$ cat src/rtl/pns_pkg.sv
package pns_pkg;

    localparam int FRAC_BITS = 16;
    localparam int Q_BITS    = 24;
    localparam int AMP_FRAC  = 16;
    localparam int TBL_AW    = 8;
    localparam int TBL_DEPTH = 1 << TBL_AW;
    localparam int PERM_W    = 8;
    localparam int POS_W     = 40;
    localparam int OFF_W     = 24;
    localparam int ACC_W     = 48;
    localparam int NOISE_W   = 27;
    localparam int SUM_W     = POS_W + 1;

    typedef logic [1:0] cmd_t;
    localparam cmd_t CMD_LOAD      = 2'd0;
    localparam cmd_t CMD_SAMPLE_3D = 2'd1;
    localparam cmd_t CMD_SAMPLE_2D = 2'd2;

    typedef logic signed [31:0] word_t;
    typedef logic signed [63:0] prod_t;
    typedef logic signed [27:0] mix_t;
    typedef logic signed [25:0] coord_t;
    typedef logic [Q_BITS-1:0]  frac_t;
    typedef logic [TBL_AW-1:0]  tidx_t;

    localparam word_t FADE_K15 = word_t'(15 * (2 ** Q_BITS));
    localparam word_t FADE_K10 = word_t'(10 * (2 ** Q_BITS));
    localparam coord_t ONE_Q   = coord_t'(2 ** Q_BITS);

    // micro-operations in sequencer order; each enabled one has an issue and a writeback step
    typedef enum logic [5:0] {
        UOP_FX_A, UOP_FX_C, UOP_FX_D, UOP_FX_S,
        UOP_FY_A, UOP_FY_C, UOP_FY_D, UOP_FY_S,
        UOP_FZ_A, UOP_FZ_C, UOP_FZ_D, UOP_FZ_S,
        UOP_RD_H0, UOP_RD_H1, UOP_RD_P2, UOP_RD_P3, UOP_RD_P5, UOP_RD_P6,
        UOP_RD_G00, UOP_RD_G01, UOP_MIX_C0,
        UOP_RD_G10, UOP_RD_G11, UOP_MIX_C1,
        UOP_RD_G20, UOP_RD_G21, UOP_MIX_C2,
        UOP_RD_G30, UOP_RD_G31, UOP_MIX_C3,
        UOP_MIX_E0, UOP_MIX_E1, UOP_MIX_N, UOP_SCALE
    } uop_t;

    typedef struct packed {
        logic load_wr;
        logic capture;
        logic is2d;
        uop_t uop;
        logic issue;
        logic wb;
    } ctl_t;

    typedef struct packed {
        logic recomp;
    } dp_status_t;

endpackage

$ cat src/rtl/pns_ctrl.sv
module pns_ctrl
    import pns_pkg::*;
(
    input  logic       clk,
    input  logic       rst_n,
    input  logic       in_valid,
    input  cmd_t       cmd,
    input  logic       out_ready,
    input  dp_status_t status,
    output logic       in_ready,
    output logic       out_valid,
    output ctl_t       ctl
);

    typedef enum logic [1:0] {
        ST_IDLE = 2'b01,
        ST_RUN  = 2'b10
    } state_t;

    state_t state_reg, state_next;
    uop_t   pc_reg, pc_next;
    logic   phase_reg, phase_next;
    logic   is2d_reg, is2d_next;
    logic   out_valid_reg, out_valid_next;

    logic accept, en, last, out_busy, fire_last, running;

    function automatic logic op_enabled(uop_t u, logic is2d, logic recomp);
        logic r;
        r = 1'b1;
        case (u)
            UOP_FY_A, UOP_FY_C, UOP_FY_D, UOP_FY_S,
            UOP_MIX_E0, UOP_MIX_E1:
                r = !is2d;
            UOP_RD_H0, UOP_RD_H1, UOP_RD_P2, UOP_RD_P5,
            UOP_RD_G00, UOP_RD_G01, UOP_MIX_C0,
            UOP_RD_G20, UOP_RD_G21, UOP_MIX_C2:
                r = is2d | recomp;
            UOP_RD_P3, UOP_RD_P6,
            UOP_RD_G10, UOP_RD_G11, UOP_MIX_C1,
            UOP_RD_G30, UOP_RD_G31, UOP_MIX_C3:
                r = !is2d & recomp;
            default:
                r = 1'b1;
        endcase
        return r;
    endfunction

    assign in_ready  = (state_reg == ST_IDLE);
    assign accept    = in_valid & in_ready;
    assign running   = (state_reg == ST_RUN);
    assign en        = op_enabled(pc_reg, is2d_reg, status.recomp);
    assign last      = (pc_reg == UOP_SCALE);
    assign out_busy  = out_valid_reg & !out_ready;
    assign fire_last = running & en & phase_reg & last & !out_busy;
    assign out_valid = out_valid_reg;

    assign out_valid_next = out_busy | fire_last;

    always_comb
    begin
        state_next = state_reg;
        pc_next    = pc_reg;
        phase_next = phase_reg;
        is2d_next  = is2d_reg;
        unique case (state_reg)
            ST_IDLE:
            begin
                if (accept && (cmd == CMD_SAMPLE_3D || cmd == CMD_SAMPLE_2D))
                begin
                    state_next = ST_RUN;
                    pc_next    = UOP_FX_A;
                    phase_next = 1'b0;
                    is2d_next  = (cmd == CMD_SAMPLE_2D);
                end
            end
            ST_RUN:
            begin
                if (!en)
                begin
                    pc_next = uop_t'(pc_reg + 6'd1);
                end
                else if (!phase_reg)
                begin
                    phase_next = 1'b1;
                end
                else if (last)
                begin
                    if (!out_busy)
                    begin
                        phase_next = 1'b0;
                        state_next = ST_IDLE;
                    end
                end
                else
                begin
                    phase_next = 1'b0;
                    pc_next    = uop_t'(pc_reg + 6'd1);
                end
            end
            default:
            begin
                state_next = ST_IDLE;
            end
        endcase
    end

    always_comb
    begin
        ctl.load_wr = accept & (cmd == CMD_LOAD);
        ctl.capture = accept & (cmd == CMD_SAMPLE_3D || cmd == CMD_SAMPLE_2D);
        ctl.is2d    = in_ready ? (cmd == CMD_SAMPLE_2D) : is2d_reg;
        ctl.uop     = pc_reg;
        ctl.issue   = running & en & !phase_reg;
        ctl.wb      = running & en & phase_reg & (!last | !out_busy);
    end

    always_ff @(posedge clk or negedge rst_n)
    begin
        if (!rst_n)
        begin
            state_reg     <= ST_IDLE;
            pc_reg        <= UOP_FX_A;
            phase_reg     <= 1'b0;
            is2d_reg      <= 1'b0;
            out_valid_reg <= 1'b0;
        end
        else
        begin
            state_reg     <= state_next;
            pc_reg        <= pc_next;
            phase_reg     <= phase_next;
            is2d_reg      <= is2d_next;
            out_valid_reg <= out_valid_next;
        end
    end

endmodule

$ cat config.mk
export PLATFORM = sky130hd
export DESIGN_NAME = pns_ctrl
export DESIGN_NICKNAME = d
export VERILOG_FILES = /design/src/rtl/pns_pkg.sv /design/src/rtl/pns_ctrl.sv
export SDC_FILE = /design/constraint.sdc
export NUM_CORES = 1
export LEC_CHECK = 0
export ABC_AREA = 1
export BUFFER_PORTS_ARGS = -buffer_cell sky130_fd_sc_hd__buf_2
export CORE_MARGIN = 3
export CORE_UTILIZATION = 40
export CTS_CLUSTER_SIZE = 14
export DETAILED_ROUTE_END_ITERATION = 10
export SYNTH_ARGS = -nofsm -noshare
export SYNTH_HDL_FRONTEND = slang
export SYNTH_SLANG_ARGS = --single-unit
$ cat constraint.sdc
create_clock -name clk -period 1.62 [get_ports clk]
set_clock_uncertainty 0.05 [all_clocks]
set_input_delay 0.162 -clock clk [delete_from_list [all_inputs] [get_ports clk]]
set_output_delay 0.162 -clock clk [all_outputs]
set_load 0.02 [all_outputs]
==> results.txt, run 1 <==
Status = finished, violations left
Violated checks = setup timing
Clock Sinks = 11
Row count = 16
Clk_lat worst skew = 0.28 ns
Number of fillers in the final layout = 182
CTS tree = done
Compound-cell area share of the yosys netlist = 0.0808
Syn nets = 159
Drt first pass iters = 4
Worst setup EP type = output port
GPL Wtd Cong = 0.843
Slowest stage cell, crit path = dfrtp_2
Residual DRC = 0
Initial antenna violation count = 0
Largest family of logic cells by synthesized area = simple AND/OR/NAND/NOR gates
DRT Wirelength = 2.87 mm
Post-synthesis sequential area ratio = 0.293
Worst setup margin = -0.543 ns
Largest net degree at the start of global routing = 12
Max_cap viols = 0
Share of cells above drive strength 1 = 0.495
CP peak stage delay = 0.47 ns
DIE HEIGHT = 54.6 um
Pwr/cell area = 1030 nW/um2
Vias = 1,109
Clock transition at the registers of the reported paths = 0.08 ns
Final TNS setup = -4.22 ns
CP Class = reg2out
Critical Path Source Type = register
PortBufs = 19
Root Driver = clkbuf_4
Highest Clock Rate = 462 MHz
Measured slew at the worst slew-check pin = 0.362 ns
Crit path time final = 2.16 ns
Adder-cell share of the synthesized area = 0.0795
Total GRT Usage = 0.209
Peak supply drop = 1.11 mV
Post-Synth Simple-Gate Area = 0.440
Maximum clock insertion buffer count = 2
Core ar. = 2100 um2
Die area = 2980 um2
# diodes = 0
Reg area = 280 um2
Multi-input gate area = 716 um2
Htree depth = 1
Worst Reg2Reg Path Length in Cells = 15
HPWL after DPL = 1.92 mm
Tcrit/Tclk final = 1.34
WHS = 0.0367 ns
Seq cells post-synth = 11
CTS Buf Count = 3
CP Data Arrival Time = 1.95 ns
Unique masters post-synth = 24
P&R area growth vs syn = 61.2%
Gate count of the mapped netlist = 146
Vias in the first global route = 1,048
Number of flip-flops under the largest register name = 6
Place WS = -0.306 ns
Synthesized area = 945 um2
Final ANT Viol Nets = 0
Finished Core Util = 0.724
Max FO, Critical Path = 4
Initial core utilization = 0.449
CP endpoint = ctl[1]
Crit path launch = pc_reg[0]$_DFFE_PN0P_
Ports = 20
R2R setup slack = -0.44 ns
First-pass GRT wire length = 4.52 mm
Drt initial violations = 22
R2R Path End = pc_reg[1]$_DFFE_PN0P_
Setup violations, final = 11
GRT Residual Overflow = 0
Final Max Slew Viols = 0
Max_slew headroom = 0.758
Final Hold Fails = 0
Syn avg cell area = 6.47 um2
Post-synthesis xor/xnor area fraction = 0
RSZ-0062 raised after global routing = yes
Reg2reg start = pc_reg[0]$_DFFE_PN0P_
Critical path cell sequence = inv_4 > ha_4 > nor2_4 > inv_2 > nand3_2 > nand2_2 > o21ai_2 > or2_0 > nand2_1 > nand2_2 > nand2_4 > inv_2 > buf_6
Via density = 4.97
Min-delay worst type = in2reg
Multiplexer area fraction after synthesis = 0
Yosys warns = 0
Wire per inst = 12.9 um
Die width = 54.6 um
NumNets Final = 210
Leakage power = 0.781 nW
WP data required = 1.41 ns
-- power by group --
part	internal (mW)	switching, mW	leakage (nW)
Combinational	0.442	0.530	0.624
Clock	0.0956	0.103	0.0150
Sequential	0.342	0.0582	0.142
Total	0.879	0.692	0.781
-- cell families after synthesis --
group           after synthesis
compound gates               15
fa+ha+maj                     6
flops                        11
buf+inv                      26
simple gates                 88
-- per-layer routing --
metal  track usage  wire length (um)  vias to the layer above
met5             0                 0                        -
met4        0.0830                51                        0
met3        0.0191               140                        7
met2         0.333              1360                       26
met1         0.289              1310                      505
li1              -                 -                      571
-- synth_stat cells --
| cell type | number | share of area |
|---|---|---|
| o21ai_1 | 2 | 0.011 |
| buf_4 | 1 | 0.0079 |
| nor4_1 | 1 | 0.0066 |
| nand4_1 | 7 | 0.046 |
| nor3_1 | 1 | 0.0053 |
| o21ai_0 | 6 | 0.032 |
| inv_2 | 1 | 0.0040 |
| nand2_2 | 1 | 0.0066 |
| nor2_4 | 1 | 0.012 |
| nand2_1 | 39 | 0.15 |
| or3b_2 | 1 | 0.0093 |
| nand3_4 | 1 | 0.019 |
| nand3_1 | 13 | 0.069 |
| dfrtp_1 | 10 | 0.26 |
| nor2_1 | 19 | 0.075 |
| or2_0 | 1 | 0.0066 |
| a21oi_1 | 6 | 0.032 |
| ha_1 | 6 | 0.079 |
| dfstp_2 | 1 | 0.028 |
| inv_1 | 24 | 0.095 |
| nand3_2 | 1 | 0.011 |
| and3_1 | 1 | 0.0066 |
| o22ai_1 | 1 | 0.0066 |
| nand2_4 | 1 | 0.012 |
-- worst min-delay path by stage --
stage | startpoint | end | slack [ns] | cells after the start
3_3_place_gp | rst_n | pc_reg[5]$_DFFE_PN0P_ | 0.005 | 1
4_1_cts | out_ready | out_valid$_DFF_PN0_ | 0.03 | 2
3_5_place_dp | rst_n | pc_reg[5]$_DFFE_PN0P_ | 0.005 | 1
2_1_floorplan | rst_n | is2d_reg$_DFFE_PN0P_ | -0.18 | 0
5_1_grt | out_ready | out_valid$_DFF_PN0_ | 0.06 | 2
6_report | out_ready | out_valid$_DFF_PN0_ | 0.04 | 2
-- through the flow --
| stage | instances | power (mW) | area, um2 |
|---|---|---|---|
| after global placement | 208 | 1.05 | 1230 |
| after floorplan | 146 | 0.811 | 983 |
| after global routing | 223 | 1.69 | 1520 |
| after detailed placement | 208 | 1.06 | 1230 |
| final | 223 | 1.57 | 1520 |
| after CTS | 218 | 1.43 | 1410 |
-- cells in the final DEF (no fill, tap or decap), drive strengths merged --
cell type / synthesis / routed
dfrtp: 10 / 10
clkbuf: 0 / 4
nor4: 1 / 1
nand2: 41 / 41
dlygate4sd3: 0 / 1
dfstp: 1 / 1
buf: 1 / 46
ha: 6 / 6
or3b: 1 / 1
nand4: 7 / 7
or2: 1 / 1
o22ai: 1 / 1
o21ai: 8 / 8
inv: 25 / 25
nor3: 1 / 1
a21oi: 6 / 6
nor2: 20 / 20
and3: 1 / 1
nand3: 15 / 15
-- worst max-delay path, delay by kind of cell (launching register included) --
kind                       cells  cell delay (ns)
buffers and inverters          4             0.33
DFF                            1             0.47
AOI/OAI and AO/OA              1             0.06
adders and majority gates      1             0.15
and+or+nand+nor                7             0.68
-- final cells by class --
class,instances,share of cell area
inverters,25,0.0698
well taps,27,0.0222
flip-flops and latches,11,0.184
clock buffers,4,0.0173
multi-input cells,109,0.470
repair buffers,47,0.237
-- what timing repair did --
item	in CTS	in global routing
resized for setup	25	26
setup endpoints to repair	12	15
buffers inserted	5	5
endpoints found under the hold margin	11	0
pin swaps	13	11
hold buffers	1	0
Note: power is estimated with default switching activity, not from simulation.
==> inputs of run 2 (changes only) <==
- clock period: 1.62 -> 2.6 ns (I/O delays scaled with it)
==> results.txt, run 2 (synthesis results as in run 1) <==
Number of flip-flops under the largest register name = 6 (unchanged)
Wire per inst = 10.9 um (-15%)
Critical Path Source Type = register
Final ANT Viol Nets = 0 (unchanged)
Delay-heaviest family, CP = simple AND/OR/NAND/NOR gates
GR Util met2 = 0.258 (-0.0748)
Post-Place Cells = 191 (-8.2%)
PortBufs = 19 (unchanged)
Drt initial violations = 10 (-55%)
R2R setup slack = 0.65 ns (+1.09 ns)
Leakage power = 0.629 nW (-19%)
Final Max Slew Viols = 0 (unchanged)
Crit path time final = 2.33 ns
Highest Clock Rate = 430 MHz
Measured slew at the worst slew-check pin = 0.352 ns (-0.00944 ns)
Root Driver = clkbuf_4
Maximum clock insertion buffer count = 2 (unchanged)
Fin cells = 197 (-12%)
Slowest stage cell, crit path = dfrtp_2
Largest net degree at the start of global routing = 12 (unchanged)
DIE HEIGHT = 54.6 um (unchanged)
Die area = 2980 um2 (unchanged)
GPL Wtd Cong = 0.811 (-3.9%)
RSZ-0062 raised after global routing = no
Share of cells above drive strength 1 = 0.206 (-0.289)
Max_slew headroom = 0.764 (+0.00601)
Clock transition at the registers of the reported paths = 0.09 ns (about the same)
Most frequent cells in the layout = nand2_1, inv_1, nor2_1, buf_2, nand3_1
Power Total = 700 uW (-55%)
Die width = 54.6 um (unchanged)
Worst Reg2Reg Path Length in Cells = 14 (-1)
Clock Sinks = 11 (unchanged)
GRT Residual Overflow = 0 (unchanged)
HPWL after DPL = 1.73 mm (-9.5%)
Top Usage Layer GRT = met2
P&R area growth vs syn = 18.1%
Core ar. = 2100 um2 (unchanged)
Min-delay worst type = in2reg
Crit path launch = pc_reg[0]$_DFFE_PN0P_
Commonest non-fill, non-tap cell in the layout = nand2_1
Initial core utilization = 0.449 (unchanged)
Setup violations, final = 0 (-11)
Initial antenna violation count = 0 (unchanged)
Peak supply drop = 0.439 mV (-60%)
Critical path cell sequence = inv_1 > ha_1 > nor2_1 > nand2_1 > nand3_1 > nand3_1 > nor2_1 > nand2_1 > nand2_1 > nand2_1 > nand2_2 > nand2_1 > nor2_1 > buf_2
CP peak stage delay = 0.40 ns (-0.07 ns)
R2R Path End = pc_reg[2]$_DFFE_PN0P_
Clk_lat worst skew = 0.28 ns (about the same)
Met1 Usage GRT = 0.225 (-0.0643)
Final TNS setup = 0 ns (+4.22 ns)
Htree depth = 1 (unchanged)
Met3 Track Usage GR = 0.0436 (+0.0245)
WHS = 0.161 ns (+0.124 ns)
CP Class = reg2out
Max FO, Critical Path = 4 (unchanged)
Row count = 16 (unchanged)
NumNets Final = 184 (-12%)
Number of fillers in the final layout = 231 (+27%)
Pwr/cell area = 627 nW/um2 (-39%)
Status = complete, no violations
CTS tree = done
# diodes = 0 (unchanged)
Crit-path most repeated cell = nand2_1
Ports = 20 (unchanged)
Final Hold Fails = 0 (unchanged)
CTS Buf Count = 3 (unchanged)
Worst Path Buf+Inv = 2 (-2)
Drt first pass iters = 4 (unchanged)
Total GRT Usage = 0.167 (-0.0428)
DRT Wirelength = 2.16 mm (-25%)
Max_cap viols = 0 (unchanged)
Vias in the first global route = 820 (-22%)
WP data required = 2.29 ns (+0.88 ns)
First-pass GRT wire length = 3.55 mm (-22%)
CP endpoint = ctl[0]
Tcrit/Tclk final = 0.895
Stages on worst setup path = 14 (+1)
CP Data Arrival Time = 2.02 ns (+0.07 ns)
Reg2reg start = pc_reg[0]$_DFFE_PN0P_
Vias = 956 (-14%)
Via density = 4.85 (-2.4%)
Worst setup EP type = output port
Residual DRC = 0 (unchanged)
==> run 2: metal layers <==
layer	vias to the layer above	wire length, um	share of wire
met5	-	0	0
met2	13	978	0.45
met4	0	12	0.0056
met1	420	1060	0.49
met3	2	100	0.046
li1	521	-	-
==> run 2: worst min path at each step <==
stage               from                    end  slack, ns  cells past startpoint
6_report       out_ready    out_valid$_DFF_PN0_       0.16                      2
5_1_grt        out_ready    out_valid$_DFF_PN0_       0.16                      2
4_1_cts        out_ready    out_valid$_DFF_PN0_       0.14                      2
3_3_place_gp       rst_n  pc_reg[2]$_DFFE_PN0P_        0.1                      1
2_1_floorplan      rst_n   is2d_reg$_DFFE_PN0P_      -0.09                      0
3_5_place_dp       rst_n  pc_reg[3]$_DFFE_PN0P_       0.09                      1
==> run 2: area by class of cell <==
type,count,area (um2),share of cell area
multi-input cells,109,569,0.510
clock inverters,1,5.00,0.00448
inverters,25,93.8,0.0841
clock buffers,3,22.5,0.0202
well taps,27,33.8,0.0303
flip-flops and latches,11,279,0.250
repair buffers,21,113,0.101
==> run 2: report_power, final <==
group / leakage [nW] / switching [mW] / internal (mW)
sequential: 0.144 / 0.0230 / 0.213
clock: 0.0177 / 0.0670 / 0.0570
combinational: 0.467 / 0.230 / 0.110
total: 0.629 / 0.320 / 0.380
==> run 2: repair_timing <==
action | in CTS | in global routing
hold buffers | 1 | 0
endpoints found under the hold margin | 10 | 0
buffers inserted | 0 | 1
setup endpoints to repair | 0 | 2
gates resized for setup | 0 | 3
==> run 2: worst register-to-register path, cell delays in order (launching register included) <==
cell and delay (ns):
dfrtp_2 0.40, inv_1 0.07, ha_1 0.22, nor2_1 0.15, nand2_1 0.06, nand3_1 0.07, nand3_1 0.06, nor2_1 0.13
nor2_1 0.06, nor2_1 0.11, nand2_2 0.09, nand2_4 0.11, nand3_4 0.11, nand2_1 0.08, nand2_1 0.05
==> run 2: stage by stage <==
stage               worst slack [ns]  area [um2]   util
CTS                            0.128        1100  0.525
detailed placement             0.458        1070  0.507
floorplan                      0.478         945      -
finish                         0.273        1120  0.531
global route                 0.00799        1120  0.531
global placement               0.459        1070  0.507
==> inputs of run 3 (changes only) <==
--- a/config.mk
+++ b/config.mk
@@ -13,2 +13,3 @@
 export DETAILED_ROUTE_END_ITERATION = 10
+export PLACE_DENSITY = 0.65
 export SYNTH_ARGS = -nofsm -noshare
==> constraint.sdc (replaced) <==
create_clock -name clk -period 2.6 [get_ports clk]
set_clock_uncertainty 0.05 [all_clocks]
set_input_delay 0.52 -clock clk [delete_from_list [all_inputs] [get_ports clk]]
set_output_delay 0.52 -clock clk [all_outputs]
set_load 0.02 [all_outputs]
==> results.txt, run 3 (synthesis results as in run 1) <==
Reg area = 282 um2 (+0.90%)
CTS Buf Count = 3 (unchanged)
Clk_lat worst skew = 0.27 ns (about the same)
Hold-fix buffers at CTS = 0 (-1)
Total GRT Usage = 0.170 (+0.00350)
Top Metal Used = met4
WP data required = 2.03 ns (-0.26 ns)
Initial antenna violation count = 0 (unchanged)
R2R Path End = pc_reg[2]$_DFFE_PN0P_
R2R setup slack = 0.56 ns (-0.09 ns)
CTS tree = done
Share of cells above drive strength 1 = 0.362 (+0.156)
Vias in the first global route = 867 (+5.7%)
Htree depth = 1 (unchanged)
Drt first pass iters = 4 (unchanged)
Via density = 5.19 (+6.9%)
Commonest non-fill, non-tap cell in the layout = nand2_1
Crit path time final = 2.55 ns (+0.227 ns)
Highest Clock Rate = 391 MHz (-8.9%)
Number of flip-flops under the largest register name = 6 (unchanged)
First-pass GRT wire length = 3.68 mm (+3.7%)
Final ANT Viol Nets = 0 (unchanged)
Wire per inst = 12.7 um (+16%)
Critical Path Source Type = register
Final Max Slew Viols = 0 (unchanged)
Core ar. = 2100 um2 (unchanged)
Initial core utilization = 0.449 (unchanged)
Largest net degree at the start of global routing = 12 (unchanged)
Most frequent cells in the layout = nand2_1, inv_1, buf_2, nor2_1
Design area = 1290 um2 (+15%)
P&R area growth vs syn = 36.4%
Power Total = 779 uW (+11%)
Cell Area, Placed = 1070 um2 (unchanged)
Slowest stage cell, crit path = dfrtp_2
Met3 Wirelength = 120 um (+20%)
M1 wire length = 1.11 mm (+4.2%)
CP Class = reg2out
Measured slew at the worst slew-check pin = 0.334 ns (-0.0185 ns)
DIE HEIGHT = 54.6 um (unchanged)
Min-delay worst type = in2async
Maximum clock insertion buffer count = 2 (unchanged)
Clock Sinks = 11 (unchanged)
Ports = 20 (unchanged)
Number of fillers in the final layout = 197 (-15%)
Max_slew headroom = 0.777 (+0.0124)
RSZ-0062 raised after global routing = yes
Die width = 54.6 um (unchanged)
Max_cap viols = 0 (unchanged)
Leakage power = 0.678 nW (+7.8%)
GRT Residual Overflow = 0 (unchanged)
Vias = 1,058 (+11%)
Residual DRC = 0 (unchanged)
# diodes = 0 (unchanged)
Worst setup EP type = output port
GPL Wtd Cong = 0.817 (+0.84%)
Multi-input gate area = 677 um2 (+19%)
Root Driver = clkbuf_4
Status = complete, no violations
Reg2reg start = pc_reg[1]$_DFFE_PN0P_
PortBufs = 19 (unchanged)
Delay-heaviest family, CP = simple AND/OR/NAND/NOR gates
Max FO, Critical Path = 4 (unchanged)
Row count = 16 (unchanged)
Final TNS setup = 0 ns (unchanged)
CP peak stage delay = 0.46 ns (+0.06 ns)
Critical path cell sequence = inv_4 > ha_4 > inv_4 > nand2_2 > nand3_2 > nand3_1 > nor2_1 > nand2_1 > nand2_1 > nand2_1 > nand2_2 > nand2_2 > nor2_4 > buf_6
Final Hold Fails = 0 (unchanged)
HPWL after DPL = 1.78 mm (+2.7%)
Tcrit/Tclk final = 0.982 (+0.0874)
Drt initial violations = 40 (+30)
Clock transition at the registers of the reported paths = 0.08 ns (about the same)
Met2 WL = 1.35 mm (+38%)
NumNets Final = 191 (+3.8%)
DRT Wirelength = 2.60 mm (+21%)
Die area = 2980 um2 (unchanged)
Stages on worst setup path = 14 (unchanged)
Pwr/cell area = 605 nW/um2 (-3.6%)
CP Data Arrival Time = 1.98 ns (-0.04 ns)
Setup violations, final = 0 (unchanged)
Worst Path Buf+Inv = 3 (+1)
Worst Reg2Reg Path Length in Cells = 15 (+1)
Peak supply drop = 0.389 mV (-11%)
## run 3: worst max-delay path by stage
stage | start | endpoint | slack (ns)
final | pc_reg[1]$_DFFE_PN0P_ | ctl[0] | 0.05
after global routing | pc_reg[0]$_DFFE_PN0P_ | ctl[0] | -0.11
after CTS | pc_reg[1]$_DFFE_PN0P_ | ctl[0] | 0.0006
after detailed placement | pc_reg[0]$_DFFE_PN0P_ | ctl[0] | 0.21
after global placement | pc_reg[0]$_DFFE_PN0P_ | ctl[0] | 0.20
after floorplan | pc_reg[0]$_DFFE_PN0P_ | ctl[0] | 0.22
## run 3: worst reg2reg max path, delay by kind of cell (launching register included)
family | cells | cell delay, ns
adders and majority gates | 1 | 0.18
buffers and inverters | 3 | 0.29
DFF | 1 | 0.46
and+or+nand+nor | 11 | 0.95
## run 3: area by class of cell
type	count	share of cell area
tap	27	0.0262
inverter	25	0.0786
multi-input combinational	109	0.525
timing repair buffer	28	0.131
clock buffer	4	0.0204
sequential	11	0.218
## run 3: routing by layer
metal | vias to the layer above | track usage
met5 | - | 0
met4 | 0 | 0.0622
met3 | 2 | 0.0272
met2 | 31 | 0.283
met1 | 492 | 0.219
li1 | 533 | -
## run 3: report_power, final
group	switching [mW]	leakage, nW	internal, mW
Combinational	0.265	0.523	0.149
Clock	0.0601	0.0150	0.0593
Sequential	0.0325	0.141	0.213
## run 3: stage by stage
stage	util	hold slack [ns]	setup slack, ns	std cells
2_1_floorplan	-	0.174	0.218	146
3_3_place_gp	0.507	0.349	0.203	191
3_5_place_dp	0.507	0.355	0.209	191
4_1_cts	0.533	0.0627	0.000577	198
5_1_grt	0.613	0.0560	-0.108	204
6_report	0.613	0.0567	0.0456	204
## run 3: timing repair
| item | CTS | global route |
|---|---|---|
| hold endpoints to repair | 0 | 0 |
| pin swaps | 0 | 11 |
| resized for setup | 3 | 35 |
| setup endpoints to repair | 2 | 2 |
| setup buffers | 3 | 6 |
